===== config.mk =====
export PLATFORM = sky130hd
export DESIGN_NAME = calibrated_sensor_to_motor_mapper_flat
export DESIGN_NICKNAME = d
export VERILOG_FILES = /design/src/design/csm_pkg.sv /design/src/design/csm_if.sv /design/src/design/csm_cfg_regs.sv /design/src/design/csm_div.sv /design/src/design/csm_speed_unit.sv /design/src/design/calibrated_sensor_to_motor_mapper.sv /design/src/flat_wrapper.sv
export SDC_FILE = /design/constraint.sdc
export NUM_CORES = 1
export LEC_CHECK = 0
export BUFFER_PORTS_ARGS = -buffer_cell sky130_fd_sc_hd__buf_2
export CELL_PAD_IN_SITES_DETAIL_PLACEMENT = 1
export CELL_PAD_IN_SITES_GLOBAL_PLACEMENT = 1
export CORE_ASPECT_RATIO = 0.75
export CORE_MARGIN = 1
export CORE_UTILIZATION = 49
export CTS_CLUSTER_SIZE = 14
export DETAILED_ROUTE_END_ITERATION = 6
export PLACE_DENSITY = 0.79
export SLEW_MARGIN = 10
export SYNTH_ARGS = -nofsm -noshare
export SYNTH_HDL_FRONTEND = slang
export SYNTH_HIERARCHICAL = 1
export SYNTH_SLANG_ARGS = --single-unit

===== constraint.sdc =====
create_clock -name clk -period 10.9 [get_ports clk]
set_input_delay 2.725 -clock clk [delete_from_list [all_inputs] [get_ports clk]]
set_output_delay 2.725 -clock clk [all_outputs]
set_load 0.03 [all_outputs]

===== src/design/csm_pkg.sv =====
// Package with widths, register codes, types and states of the sensor to motor mapper.
`timescale 1ns / 1ps
package csm_pkg;

  localparam int COUNT_BITS = 16;
  localparam int FRAC_BITS  = 8;

  localparam int SAMPLE_W = 8;
  localparam int DIST_W   = 10;
  localparam int SPEED_W  = 15;
  localparam int BIAS_W   = 9;
  localparam int GAIN_W   = 13;

  localparam int SUM_W   = SAMPLE_W + 1 + COUNT_BITS;
  localparam int MEAN_W  = SAMPLE_W + FRAC_BITS;
  localparam int DVD_W   = SUM_W + FRAC_BITS;
  localparam int DVS_W   = COUNT_BITS + 1;
  localparam int X_W     = SAMPLE_W + FRAC_BITS + 2;
  localparam int P_W     = X_W + GAIN_W;

  localparam logic [COUNT_BITS-1:0] COUNT_MAX = '1;
  localparam int SPEED_MAX = 100;
  localparam logic [SPEED_W-1:0] SPEED_LIM = SPEED_W'(SPEED_MAX << FRAC_BITS);

  localparam int PADDR_W = 4;
  localparam int PDATA_W = 32;

  localparam logic [1:0] REG_BIAS   = 2'd0;
  localparam logic [1:0] REG_GAIN   = 2'd1;
  localparam logic [1:0] REG_STOP   = 2'd2;
  localparam logic [1:0] REG_IGNORE = 2'd3;

  localparam logic ACT_PROCESS = 1'b0;
  localparam logic ACT_TOGGLE  = 1'b1;

  typedef struct packed {
    logic signed [BIAS_W-1:0] bias_offset;
    logic signed [GAIN_W-1:0] gain_q8;
    logic [DIST_W-1:0]        stop_distance;
    logic                     ignore_obstacle;
  } csm_cfg_t;

  typedef struct packed {
    logic busy;
    logic done;
  } csm_div_stat_t;

  typedef enum logic [2:0] {
    S_IDLE,
    S_DIV,
    S_MUL_L,
    S_FIN_L,
    S_MUL_R,
    S_FIN_R,
    S_PUT
  } csm_state_t;

endpackage


===== src/design/csm_if.sv =====
// Valid/ready channel interfaces for sample pairs and wheel speed results.
`timescale 1ns / 1ps
interface csm_in_if import csm_pkg::*; ();
  logic                valid;
  logic                ready;
  logic                action;
  logic [SAMPLE_W-1:0] left_sample;
  logic [SAMPLE_W-1:0] right_sample;
  logic [DIST_W-1:0]   obstacle_distance;

  modport source (output valid, action, left_sample, right_sample, obstacle_distance,
                  input ready);
  modport sink (input valid, action, left_sample, right_sample, obstacle_distance,
                output ready);
endinterface

interface csm_out_if import csm_pkg::*; ();
  logic               valid;
  logic               ready;
  logic [SPEED_W-1:0] left_speed;
  logic [SPEED_W-1:0] right_speed;
  logic               halt;
  logic               learning;

  modport source (output valid, left_speed, right_speed, halt, learning, input ready);
  modport sink (input valid, left_speed, right_speed, halt, learning, output ready);
endinterface


===== src/design/csm_cfg_regs.sv =====
// APB-style configuration registers of the mapper.
`timescale 1ns / 1ps
module csm_cfg_regs import csm_pkg::*; (
  input  logic               clk,
  input  logic               rst_n,
  input  logic               psel,
  input  logic               penable,
  input  logic               pwrite,
  input  logic [PADDR_W-1:0] paddr,
  input  logic [PDATA_W-1:0] pwdata,
  output logic [PDATA_W-1:0] prdata,
  output logic               pready,
  output csm_cfg_t           cfg
);

  csm_cfg_t   cfg_r;
  logic       wr_en;
  logic [1:0] idx;

  assign pready = 1'b1;
  assign wr_en  = psel && penable && pwrite;
  assign idx    = paddr[3:2];
  assign cfg    = cfg_r;

  always_ff @(posedge clk) begin
    if (!rst_n) begin
      cfg_r.bias_offset     <= '0;
      cfg_r.gain_q8         <= GAIN_W'(1 << (FRAC_BITS - 1));
      cfg_r.stop_distance   <= DIST_W'(60);
      cfg_r.ignore_obstacle <= 1'b0;
    end else if (wr_en) begin
      unique case (idx)
        REG_BIAS:   cfg_r.bias_offset     <= pwdata[BIAS_W-1:0];
        REG_GAIN:   cfg_r.gain_q8         <= pwdata[GAIN_W-1:0];
        REG_STOP:   cfg_r.stop_distance   <= pwdata[DIST_W-1:0];
        REG_IGNORE: cfg_r.ignore_obstacle <= pwdata[0];
        default: ;
      endcase
    end
  end

  always_comb begin
    unique case (idx)
      REG_BIAS:   prdata = PDATA_W'(cfg_r.bias_offset);
      REG_GAIN:   prdata = PDATA_W'(cfg_r.gain_q8);
      REG_STOP:   prdata = PDATA_W'(cfg_r.stop_distance);
      REG_IGNORE: prdata = PDATA_W'(cfg_r.ignore_obstacle);
      default:    prdata = '0;
    endcase
  end

endmodule


===== src/design/csm_div.sv =====
// Restoring divider that forms the mean level one quotient bit per cycle.
`timescale 1ns / 1ps
module csm_div import csm_pkg::*; (
  input  logic                  clk,
  input  logic                  rst_n,
  input  logic                  start,
  input  logic [SUM_W-1:0]      sum,
  input  logic [COUNT_BITS-1:0] count,
  output csm_div_stat_t         stat,
  output logic [MEAN_W-1:0]     quotient
);

  localparam int STEP_W = $clog2(DVD_W);

  logic [DVD_W-1:0]  dq_r, dq_nxt;
  logic [DVS_W-1:0]  rem_r, rem_nxt;
  logic [DVS_W-1:0]  dvs_r;
  logic [DVS_W:0]    trial;
  logic              ge;
  logic [STEP_W-1:0] step_r;
  logic              busy_r, done_r;

  assign trial   = {rem_r, dq_r[DVD_W-1]};
  assign ge      = trial >= {1'b0, dvs_r};
  assign rem_nxt = ge ? DVS_W'(trial - {1'b0, dvs_r}) : trial[DVS_W-1:0];
  assign dq_nxt  = {dq_r[DVD_W-2:0], ge};

  always_ff @(posedge clk) begin
    if (!rst_n) begin
      busy_r <= 1'b0;
      done_r <= 1'b0;
      step_r <= '0;
    end else begin
      done_r <= 1'b0;
      if (start) begin
        busy_r <= 1'b1;
        step_r <= '0;
      end else if (busy_r) begin
        step_r <= step_r + 1'b1;
        if (step_r == STEP_W'(DVD_W - 1)) begin
          busy_r <= 1'b0;
          done_r <= 1'b1;
        end
      end
    end
  end

  always_ff @(posedge clk) begin
    if (start) begin
      dq_r  <= {sum, {FRAC_BITS{1'b0}}};
      rem_r <= '0;
      dvs_r <= {count, 1'b0};
    end else if (busy_r) begin
      dq_r  <= dq_nxt;
      rem_r <= rem_nxt;
    end
  end

  assign stat.busy = busy_r;
  assign stat.done = done_r;
  assign quotient  = dq_r[MEAN_W-1:0];

endmodule


===== src/design/csm_speed_unit.sv =====
// Shared multiply, shift, average and clamp unit that computes one wheel speed at a time.
`timescale 1ns / 1ps
module csm_speed_unit import csm_pkg::*; (
  input  logic                     clk,
  input  logic                     mul_en,
  input  logic [SAMPLE_W-1:0]      sample,
  input  logic [MEAN_W-1:0]        mean,
  input  logic signed [BIAS_W-1:0] bias,
  input  logic signed [GAIN_W-1:0] gain,
  input  logic [SPEED_W-1:0]       prev,
  output logic [SPEED_W-1:0]       speed
);

  localparam int Y_W = P_W - FRAC_BITS;
  localparam int S_W = Y_W + 1;

  logic signed [X_W-1:0] xs, xm, xb, x;
  logic signed [P_W-1:0] p_r;
  logic signed [Y_W-1:0] y;
  logic signed [S_W-1:0] s;
  logic signed [Y_W-1:0] h;

  always_comb begin
    xs = $signed({2'b00, sample, {FRAC_BITS{1'b0}}});
    xm = $signed({2'b00, mean});
    xb = $signed({bias[BIAS_W-1], bias, {FRAC_BITS{1'b0}}});
    x  = xs - xm + xb;
  end

  always_ff @(posedge clk) begin
    if (mul_en) begin
      p_r <= x * gain;
    end
  end

  always_comb begin
    y = p_r[P_W-1:FRAC_BITS];
    s = $signed({y[Y_W-1], y}) + $signed({{(S_W-SPEED_W){1'b0}}, prev});
    h = s[S_W-1:1];
    if (h < 0) begin
      speed = '0;
    end else if (h > $signed({{(Y_W-SPEED_W){1'b0}}, SPEED_LIM})) begin
      speed = SPEED_LIM;
    end else begin
      speed = h[SPEED_W-1:0];
    end
  end

endmodule


===== src/design/calibrated_sensor_to_motor_mapper.sv =====
// Top level of the calibrated sensor to motor mapper with its sequencer.
//
//   Channel  Direction  Handshake            Carries
//   in_ch    in         valid/ready          action, two samples, distance
//   out_ch   out        valid/ready          two speeds, halt, learning
//   cfg      in         psel/penable/pready  bias, gain, stop distance, ignore
//
// A sample pair in learn mode goes straight to the output state; a pair outside learn mode
// passes through the shared speed unit, which does left then right in two steps each.
// A toggle that leaves learn mode with samples counted waits for the bit-serial
// divider; other toggles are handled in the idle state.
// Reset is synchronous and active low; no clearing pass is needed.
// A stalled output holds the next result in the sequencer until the output frees.
`timescale 1ns / 1ps
module calibrated_sensor_to_motor_mapper import csm_pkg::*; (
  input  logic               clk,
  input  logic               rst_n,
  csm_in_if.sink             in_ch,
  csm_out_if.source          out_ch,
  input  logic               psel,
  input  logic               penable,
  input  logic               pwrite,
  input  logic [PADDR_W-1:0] paddr,
  input  logic [PDATA_W-1:0] pwdata,
  output logic [PDATA_W-1:0] prdata,
  output logic               pready
);

  csm_cfg_t      cfg;
  csm_div_stat_t div_stat;
  logic [MEAN_W-1:0] div_q;
  logic          div_start;
  logic          mul_en;
  logic          lane_right;
  logic [SAMPLE_W-1:0] unit_sample;
  logic [SPEED_W-1:0]  unit_prev, unit_speed;
  logic          accept;

  csm_state_t state_r, state_nxt;
  logic learn_r, learn_nxt;
  logic [SUM_W-1:0] sum_r, sum_nxt;
  logic [COUNT_BITS-1:0] count_r, count_nxt;
  logic [MEAN_W-1:0] mean_r, mean_nxt;
  logic [SPEED_W-1:0] lprev_r, lprev_nxt, rprev_r, rprev_nxt;
  logic [SAMPLE_W-1:0] lsmp_r, lsmp_nxt, rsmp_r, rsmp_nxt;
  logic halt_r, halt_nxt, item_learn_r, item_learn_nxt;
  logic out_valid_r, out_valid_nxt;
  logic [SPEED_W-1:0] out_l_r, out_l_nxt, out_rs_r, out_rs_nxt;
  logic out_halt_r, out_halt_nxt, out_learn_r, out_learn_nxt;

  csm_cfg_regs u_cfg (
    .clk, .rst_n, .psel, .penable, .pwrite, .paddr, .pwdata, .prdata, .pready, .cfg
  );

  csm_div u_div (
    .clk, .rst_n, .start(div_start), .sum(sum_r), .count(count_r),
    .stat(div_stat), .quotient(div_q)
  );

  assign unit_sample = lane_right ? rsmp_r : lsmp_r;
  assign unit_prev   = lane_right ? rprev_r : lprev_r;

  csm_speed_unit u_speed (
    .clk, .mul_en, .sample(unit_sample), .mean(mean_r), .bias(cfg.bias_offset),
    .gain(cfg.gain_q8), .prev(unit_prev), .speed(unit_speed)
  );

  assign in_ch.ready        = (state_r == S_IDLE);
  assign accept             = in_ch.valid && in_ch.ready;
  assign out_ch.valid       = out_valid_r;
  assign out_ch.left_speed  = out_l_r;
  assign out_ch.right_speed = out_rs_r;
  assign out_ch.halt        = out_halt_r;
  assign out_ch.learning    = out_learn_r;

  always_ff @(posedge clk) begin
    if (!rst_n) begin
      state_r     <= S_IDLE;
      learn_r     <= 1'b1;
      sum_r       <= '0;
      count_r     <= '0;
      mean_r      <= '0;
      lprev_r     <= '0;
      rprev_r     <= '0;
      out_valid_r <= 1'b0;
    end else begin
      state_r     <= state_nxt;
      learn_r     <= learn_nxt;
      sum_r       <= sum_nxt;
      count_r     <= count_nxt;
      mean_r      <= mean_nxt;
      lprev_r     <= lprev_nxt;
      rprev_r     <= rprev_nxt;
      out_valid_r <= out_valid_nxt;
    end
  end

  always_ff @(posedge clk) begin
    lsmp_r       <= lsmp_nxt;
    rsmp_r       <= rsmp_nxt;
    halt_r       <= halt_nxt;
    item_learn_r <= item_learn_nxt;
    out_l_r      <= out_l_nxt;
    out_rs_r     <= out_rs_nxt;
    out_halt_r   <= out_halt_nxt;
    out_learn_r  <= out_learn_nxt;
  end

  always_comb begin
    state_nxt      = state_r;
    learn_nxt      = learn_r;
    sum_nxt        = sum_r;
    count_nxt      = count_r;
    mean_nxt       = mean_r;
    lprev_nxt      = lprev_r;
    rprev_nxt      = rprev_r;
    lsmp_nxt       = lsmp_r;
    rsmp_nxt       = rsmp_r;
    halt_nxt       = halt_r;
    item_learn_nxt = item_learn_r;
    out_l_nxt      = out_l_r;
    out_rs_nxt     = out_rs_r;
    out_halt_nxt   = out_halt_r;
    out_learn_nxt  = out_learn_r;
    out_valid_nxt  = out_valid_r && !out_ch.ready;
    div_start      = 1'b0;
    mul_en         = 1'b0;
    lane_right     = 1'b0;

    unique case (state_r)
      S_IDLE: begin
        if (accept) begin
          if (in_ch.action == ACT_TOGGLE) begin
            if (!learn_r) begin
              learn_nxt = 1'b1;
            end else if (count_r == '0) begin
              mean_nxt  = '0;
              sum_nxt   = '0;
              learn_nxt = 1'b0;
            end else begin
              div_start = 1'b1;
              state_nxt = S_DIV;
            end
          end else begin
            lsmp_nxt       = in_ch.left_sample;
            rsmp_nxt       = in_ch.right_sample;
            halt_nxt       = (in_ch.obstacle_distance < cfg.stop_distance) &&
                             !cfg.ignore_obstacle;
            item_learn_nxt = learn_r;
            if (learn_r) begin
              if (count_r != COUNT_MAX) begin
                sum_nxt   = sum_r + SUM_W'(in_ch.left_sample) +
                            SUM_W'(in_ch.right_sample);
                count_nxt = count_r + 1'b1;
              end
              lprev_nxt = '0;
              rprev_nxt = '0;
              state_nxt = S_PUT;
            end else begin
              state_nxt = S_MUL_L;
            end
          end
        end
      end
      S_DIV: begin
        if (div_stat.done) begin
          mean_nxt  = div_q;
          sum_nxt   = '0;
          count_nxt = '0;
          learn_nxt = 1'b0;
          state_nxt = S_IDLE;
        end
      end
      S_MUL_L: begin
        mul_en    = 1'b1;
        state_nxt = S_FIN_L;
      end
      S_FIN_L: begin
        lprev_nxt = unit_speed;
        state_nxt = S_MUL_R;
      end
      S_MUL_R: begin
        lane_right = 1'b1;
        mul_en     = 1'b1;
        state_nxt  = S_FIN_R;
      end
      S_FIN_R: begin
        lane_right = 1'b1;
        rprev_nxt  = unit_speed;
        state_nxt  = S_PUT;
      end
      S_PUT: begin
        if (!out_valid_r || out_ch.ready) begin
          out_valid_nxt = 1'b1;
          out_l_nxt     = lprev_r;
          out_rs_nxt    = rprev_r;
          out_halt_nxt  = halt_r;
          out_learn_nxt = item_learn_r;
          state_nxt     = S_IDLE;
        end
      end
      default: state_nxt = S_IDLE;
    endcase
  end

  a_learn_zero: assert property (@(posedge clk) disable iff (!rst_n)
    out_valid_r && out_learn_r |-> out_l_r == '0 && out_rs_r == '0)
    else $error("nonzero speed reported in learn mode");

  a_speed_lim: assert property (@(posedge clk) disable iff (!rst_n)
    out_valid_r |-> out_l_r <= SPEED_LIM && out_rs_r <= SPEED_LIM)
    else $error("speed above limit");

  a_div_ctx: assert property (@(posedge clk) disable iff (!rst_n)
    state_r == S_DIV |-> learn_r && count_r != '0 && (div_stat.busy || div_stat.done))
    else $error("divider running outside a calibration exit");

  a_div_exit: assert property (@(posedge clk) disable iff (!rst_n)
    state_r == S_DIV && div_stat.done |=> !learn_r && count_r == '0 && sum_r == '0)
    else $error("calibration exit did not clear state");

endmodule


===== src/flat_wrapper.sv =====
// flat-port wrapper written by rule: the top's interface ports become plain ports
module calibrated_sensor_to_motor_mapper_flat import csm_pkg::*;
  (clk, rst_n, psel, penable, pwrite, paddr, pwdata, prdata, pready, in_ch_valid, in_ch_action, in_ch_left_sample, in_ch_right_sample, in_ch_obstacle_distance, in_ch_ready, out_ch_valid, out_ch_left_speed, out_ch_right_speed, out_ch_halt, out_ch_learning, out_ch_ready);
  csm_in_if in_ch_i ();
  csm_out_if out_ch_i ();
  input  logic clk;
  input  logic rst_n;
  input  logic psel;
  input  logic penable;
  input  logic pwrite;
  input  logic [PADDR_W-1:0] paddr;
  input  logic [PDATA_W-1:0] pwdata;
  output logic [PDATA_W-1:0] prdata;
  output logic pready;
  input wire logic [$bits(in_ch_i.valid)-1:0] in_ch_valid;
  input wire logic [$bits(in_ch_i.action)-1:0] in_ch_action;
  input wire logic [$bits(in_ch_i.left_sample)-1:0] in_ch_left_sample;
  input wire logic [$bits(in_ch_i.right_sample)-1:0] in_ch_right_sample;
  input wire logic [$bits(in_ch_i.obstacle_distance)-1:0] in_ch_obstacle_distance;
  output wire logic [$bits(in_ch_i.ready)-1:0] in_ch_ready;
  output wire logic [$bits(out_ch_i.valid)-1:0] out_ch_valid;
  output wire logic [$bits(out_ch_i.left_speed)-1:0] out_ch_left_speed;
  output wire logic [$bits(out_ch_i.right_speed)-1:0] out_ch_right_speed;
  output wire logic [$bits(out_ch_i.halt)-1:0] out_ch_halt;
  output wire logic [$bits(out_ch_i.learning)-1:0] out_ch_learning;
  input wire logic [$bits(out_ch_i.ready)-1:0] out_ch_ready;
  assign in_ch_i.valid = in_ch_valid;
  assign in_ch_i.action = in_ch_action;
  assign in_ch_i.left_sample = in_ch_left_sample;
  assign in_ch_i.right_sample = in_ch_right_sample;
  assign in_ch_i.obstacle_distance = in_ch_obstacle_distance;
  assign in_ch_ready = in_ch_i.ready;
  assign out_ch_valid = out_ch_i.valid;
  assign out_ch_left_speed = out_ch_i.left_speed;
  assign out_ch_right_speed = out_ch_i.right_speed;
  assign out_ch_halt = out_ch_i.halt;
  assign out_ch_learning = out_ch_i.learning;
  assign out_ch_i.ready = out_ch_ready;
  calibrated_sensor_to_motor_mapper u_core (.clk(clk), .rst_n(rst_n), .in_ch(in_ch_i), .out_ch(out_ch_i), .psel(psel), .penable(penable), .pwrite(pwrite), .paddr(paddr), .pwdata(pwdata), .prdata(prdata), .pready(pready));
endmodule

==> flow_summary_export.csv, run 1 <==
group,metric,value,unit
worst_setup_path,path_class,"flip-flop to flip-flop",
logic_synthesis,synth_nets,2816,
place,dp.cells,3002,
worst_setup_path,critPathMostFrequentCell,"fa_1",
die,die_x,253,µm
layout,fin_nets,2841,
timing,hold_violations,0,
outcome,status,"finished clean",
clock_tree,cts.sinks,272,
clock_tree,cts_tree,"done",
detailed_routing,vias,17500,
place,dp_hpwl,46800,µm
timing,rsz0062_at_grt,"no",
detailed_routing,vias_per_cell,5.72,
detailed_routing,wire_per_inst,19.7,µm
detailed_routing,drc,0,
detailed_routing,dr.first_iter.drc_count,1098,
global_routing,grt_pass1_wl,98800,µm
timing,setup-tns-final,0,ns
power_and_ir_drop,vdd_ir_drop_max,0.109,mV
die,dieArea,48000,µm²
worst_setup_path,cp.buffers_inverters,1,
timing,min_period,10.20,ns
clock_tree,numCtsBuffers,30,
worst_setup_path,crit_family,"adder cells",
worst_setup_path,reg2reg_to,"u_core/u_speed/p_r[27]",
die,pin_count,137,
power_and_ir_drop,p_leak,10.4,nW
layout,drive_above_1_share,10.7,%
place,place_ws,0.588,ns
worst_setup_path,crit_path_max_fanout,10,
die,die_h,190,µm
logic_synthesis,postSynthCellCount,2379,
worst_setup_path,cp.arrival,10.51,ns
worst_setup_path,endpoint_kind,"flip-flop",
worst_hold_path,hold_start,"u_core/item_learn_r",
timing,worst_pin_slew,1.22,ns
worst_setup_path,slowest_delay,0.86,ns
timing,slew_headroom,18.0,%
timing,slew_viol_final,0,
logic_synthesis,avgSynthCellArea,9.70,µm²
worst_setup_path,ff2ff_path_depth,29,
clock_tree,clkSlewWorstSetupHoldPaths,0.06,ns
global_routing,grt_overflow,0,
worst_setup_path,r2r_slack,0.70,ns
logic_synthesis,yosys_warnings,6,
layout,syn_to_final_growth,7.86,%
global_routing,antenna_found_initial,0,
worst_setup_path,timing.rr.start,"u_core/state_r[1]",
timing,clock.fmax,98.0,MHz
clock_tree,clock_path_buffers,3,
worst_setup_path,required,11.20,ns
detailed_routing,firstDrtPassIters,5,
global_routing,grt_usage,25.5,%
die,rows,68,
layout,fin_cells,3058,
worst_hold_path,hold_end,"u_core/out_ch.learning",
clock_tree,cts_htree_levels,1,
detailed_routing,ant_nets,0,
worst_hold_path,hold_depth,0,
timing,skew,0.0158,ns
worst_setup_path,critPathLaunchType,"flip-flop",
detailed_routing,wl,60300,µm
place,finalWeightedCongestion,0.861,
clock_tree,holdBufCountCts,0,
global_routing,grt_pass1_vias,18500,
layout,num_antenna_cells,0,
worst_setup_path,cp_slowest_cell,"fa_1",
timing,setup_viol_count_final,0,
run,cap_viol_max_count,0,
die,core_area,46200,µm²
logic_synthesis,synth_area,23100,µm²
power_and_ir_drop,powerDensity,148,nW/µm²
timing,setup_ws,0.697,ns
clock_tree,clockRootBuffer,"clkbuf_16",
timing,finalCritPeriodShare,93.6,%
place,portBuffers,114,
global_routing,grt_max_degree,73,
die,initial_core_util,49.9,%
worst_hold_path,hold_class,"flip-flop to flip-flop",
clock_tree,insertion_delay,0.57,ns
==> where the power goes <==
group | switching [mW] | internal (mW) | leakage (nW)
Sequential | 0.0748 | 1.17 | 2.34
Clock | 0.426 | 0.622 | 0.514
Combinational | 0.864 | 0.538 | 7.56
==> cell usage in the layout, fill, tap and decap left out, types with 33 or more instances in the layout <==
cell type and count:
nand2b_1 36, ha_1 140, nor2_1 107, inv_1 285, fa_1 227, mux2i_1 83
xor2_1 35, dfxtp_1 158, buf_2 114, a21oi_1 97, clkbuf_16 33, nand2_1 279
and2_1 88, xnor2_1 50, o21ai_0 54, edfxtp_1 114
==> per-layer routing <==
layer	track usage, %	routed length (µm)	share of wire, %	vias to the layer above
met2	41.6	27700	46	400
met5	0	0	0	-
met4	3.87	811	1.3	0
li1	-	-	-	8086
met3	2.54	2570	4.3	63
met1	37.5	29200	48	8937
==> how the worst max path moves through the flow <==
stage,startpoint,endpoint,cells after the start
after global placement,u_core/state_r[1],u_core/u_speed/p_r[29],29
after floorplan,u_core/state_r[1],u_core/u_speed/p_r[28],30
after CTS,u_core/state_r[1],u_core/u_speed/p_r[27],29
after detailed placement,u_core/state_r[1],u_core/u_speed/p_r[27],29
final,u_core/state_r[1],u_core/u_speed/p_r[27],29
after global routing,u_core/state_r[1],u_core/u_speed/p_r[29],30
==> state kept, by name, summed over array words and instances (netlist names), 15 cells and up <==
name                       cells
u_core/u_cfg/cfg              33
u_core/u_div/dq_r             33
u_core/sum_r                  25
u_core/u_speed/p_r            23
u_core/u_div/rem_r            17
u_core/count_r                16
u_core/mean_r                 16
u_core/u_div/dvs_r            16
u_core/lprev_r                15
u_core/out_ch.left_speed      15
u_core/out_ch.right_speed     15
u_core/rprev_r                15
==> timing repair <==
item,in CTS,in global routing
hold endpoints to repair,0,0
setup endpoints to repair,0,3
buffers inserted,0,0
gates resized for setup,0,1
==> metrics by stage <==
step / power [mW] / instance area [µm²] / util [%] / hold slack (ns)
final: 3.69 / 24900 / 53.8 / 0.431
after global routing: 3.91 / 24900 / 53.8 / 0.438
after global placement: 2.57 / 23800 / 51.6 / 0.402
after CTS: 3.71 / 24900 / 53.8 / 0.428
after floorplan: 2.31 / 23100 / - / 0.400
after detailed placement: 2.64 / 23800 / 51.6 / 0.417
==> layout make-up <==
cell class | instances | area, µm²
fillers | 5223 | 21300
multi-input cells | 1679 | 14700
repair buffers | 136 | 736
inverters | 285 | 1070
clock inverters | 11 | 98.8
flip-flops and latches | 272 | 6590
well taps | 630 | 788
clock buffers | 45 | 941
Note: power is estimated with default switching activity, not from simulation.
==> run 2, diff against run 1 <==
Settings changed: CORE_UTILIZATION 49 to 50, CTS_BUF_LIST from default to sky130_fd_sc_hd__clkbuf_4 sky130_fd_sc_hd__clkbuf_8, PLACE_DENSITY 0.79 to 0.81, SLEW_MARGIN 10 to default.
==> run 2 against run 1 <==
  * Wire length is 4.2% higher
  * Non-clock buffer count unchanged
  * Setup slack improved by 0.031 ns
  * Power grew 1.5%
==> flow_summary_export.csv, run 2 (synthesis results as in run 1) <==
group,metric,value,unit
outcome,status,"finished clean",
layout,fillers,5131,
layout,fin_nets,2858,
clock_tree,cts_htree_levels,2,
power_and_ir_drop,powerDensity,151,nW/µm²
clock_tree,insertion_delay,0.60,ns
layout,drive_above_1_share,12.0,%
worst_setup_path,critPathMostFrequentCell,"fa_1",
clock_tree,clockRootBuffer,"clkbuf_8",
layout,syn_to_final_growth,7.94,%
power_and_ir_drop,switching_share,37.6,%
global_routing,grt_usage,27.1,%
run,cap_viol_max_count,0,
timing,whs,0.428,ns
place,finalWeightedCongestion,0.898,
global_routing,grt_pass1_wl,102000,µm
worst_setup_path,cp.arrival,10.48,ns
worst_setup_path,crit_path_max_fanout,10,
timing,finalCritPeriodShare,93.3,%
power_and_ir_drop,vdd_ir_drop_max,0.112,mV
worst_setup_path,cp.buffers_inverters,2,
place,dp_hpwl,47800,µm
detailed_routing,firstDrtPassIters,5,
worst_hold_path,hold_class,"flip-flop to flip-flop",
detailed_routing,wl,62800,µm
detailed_routing,vias_per_cell,5.85,
timing,setup-tns-final,0,ns
worst_setup_path,path_class,"flip-flop to flip-flop",
timing,worst_pin_slew,1.41,ns
power_and_ir_drop,finalPower,3.75,mW
detailed_routing,ant_nets,0,
power_and_ir_drop,netSwitchingPower,1.41,mW
clock_tree,cts.sinks,272,
power_and_ir_drop,p_clk_share,29.1,%
detailed_routing,wire_per_inst,20.6,µm
worst_setup_path,required,11.21,ns
clock_tree,clock_path_buffers,3,
timing,slew_viol_final,0,
global_routing,grt_overflow,0,
worst_setup_path,critPathLaunchType,"flip-flop",
power_and_ir_drop,p_leak,10.5,nW
die,die_h,188,µm
timing,setup_viol_count_final,0,
die,initial_core_util,51.1,%
power_and_ir_drop,p_int,2.34,mW
detailed_routing,vias,17800,
timing,clock.fmax,98.3,MHz
layout,final_common_cell,"inv_1",
clock_tree,cts_tree,"done",
place,portBuffers,114,
timing,hold_violations,0,
die,rows,67,
power_and_ir_drop,combPwrFrac,37.6,%
global_routing,grt_pass1_vias,19200,
die,core_area,45100,µm²
timing,skew,0.0377,ns
die,die_x,250,µm
worst_setup_path,cp_slowest_cell,"fa_1",
timing,slew_headroom,5.43,%
worst_setup_path,timing.rr.start,"u_core/state_r[1]",
worst_setup_path,cp-startpoint,"u_core/state_r[1]",
die,pin_count,137,
layout,final_cell_mix,"inv_1, nand2_1, fa_1",
clock_tree,clkSlewWorstSetupHoldPaths,0.07,ns
worst_setup_path,endpoint_kind,"flip-flop",
global_routing,grt_max_degree,73,
worst_setup_path,slowest_delay,0.86,ns
die,dieArea,47000,µm²
timing,rsz0062_at_grt,"no",
clock_tree,numCtsBuffers,47,
clock_tree,holdBufCountCts,0,
detailed_routing,dr.first_iter.drc_count,1100,
detailed_routing,drc,0,
timing,min_period,10.17,ns
worst_setup_path,crit_family,"adder cells",
power_and_ir_drop,seqPwrFrac,33.2,%
global_routing,antenna_found_initial,0,
worst_hold_path,hold_start,"u_core/item_learn_r",
layout,num_antenna_cells,0,
run 2: path summary, 6_finish.rpt:
path | endpoint | slack (ns) | cells past startpoint
worst max-delay path | u_core/u_speed/p_r[28] | 0.73 | 29
worst min register to register | u_core/out_ch.learning | 0.43 | 0
worst max register to register | u_core/u_speed/p_r[28] | 0.73 | 29
worst min-delay path | u_core/out_ch.learning | 0.43 | 0
run 2: repair_timing:
item | in CTS | in global routing
setup endpoints to repair | 0 | 6
setup buffers | 0 | 0
resized for setup | 0 | 3
run 2: power by group through the flow:
stage | sequential [mW] | combinational, mW | clock (mW)
2_1_floorplan | 1.24 | 1.07 | 0
3_5_place_dp | 1.26 | 1.38 | 0
6_report | 1.25 | 1.41 | 1.09
5_1_grt | 1.26 | 1.56 | 1.16
4_1_cts | 1.24 | 1.40 | 1.12
3_3_place_gp | 1.26 | 1.30 | 0
run 2: per-stage QoR:
stage | setup WS, ns | area, µm² | util (%) | cells
after floorplan | 2.06 | 23100 | - | 2379
after CTS | 0.467 | 24900 | 55.2 | 3045
after detailed placement | 0.520 | 23800 | 52.7 | 2958
after global routing | 0.0702 | 24900 | 55.2 | 3045
after global placement | 0.809 | 23800 | 52.7 | 2958
final | 0.729 | 24900 | 55.2 | 3045
run 2: final cells by class:
| cell class | count | area [µm²] | share of cell area (%) |
|---|---|---|---|
| tap | 586 | 733 | 2.95 |
| timing repair buffer | 136 | 736 | 2.96 |
| clock inverter | 21 | 240 | 0.965 |
| sequential | 272 | 6590 | 26.5 |
| clock buffer | 66 | 865 | 3.47 |
| multi-input combinational | 1679 | 14700 | 58.9 |
| inverter | 285 | 1070 | 4.30 |
run 2: metal layers:
layer  GRT usage (%)  vias up  part of all wire [%]
li1                -     8126                     -
met2            44.4      517                    47
met1            37.2     9059                    46
met4            6.70        0                   2.1
met3            4.96      105                   5.9
met5               0        -                     0
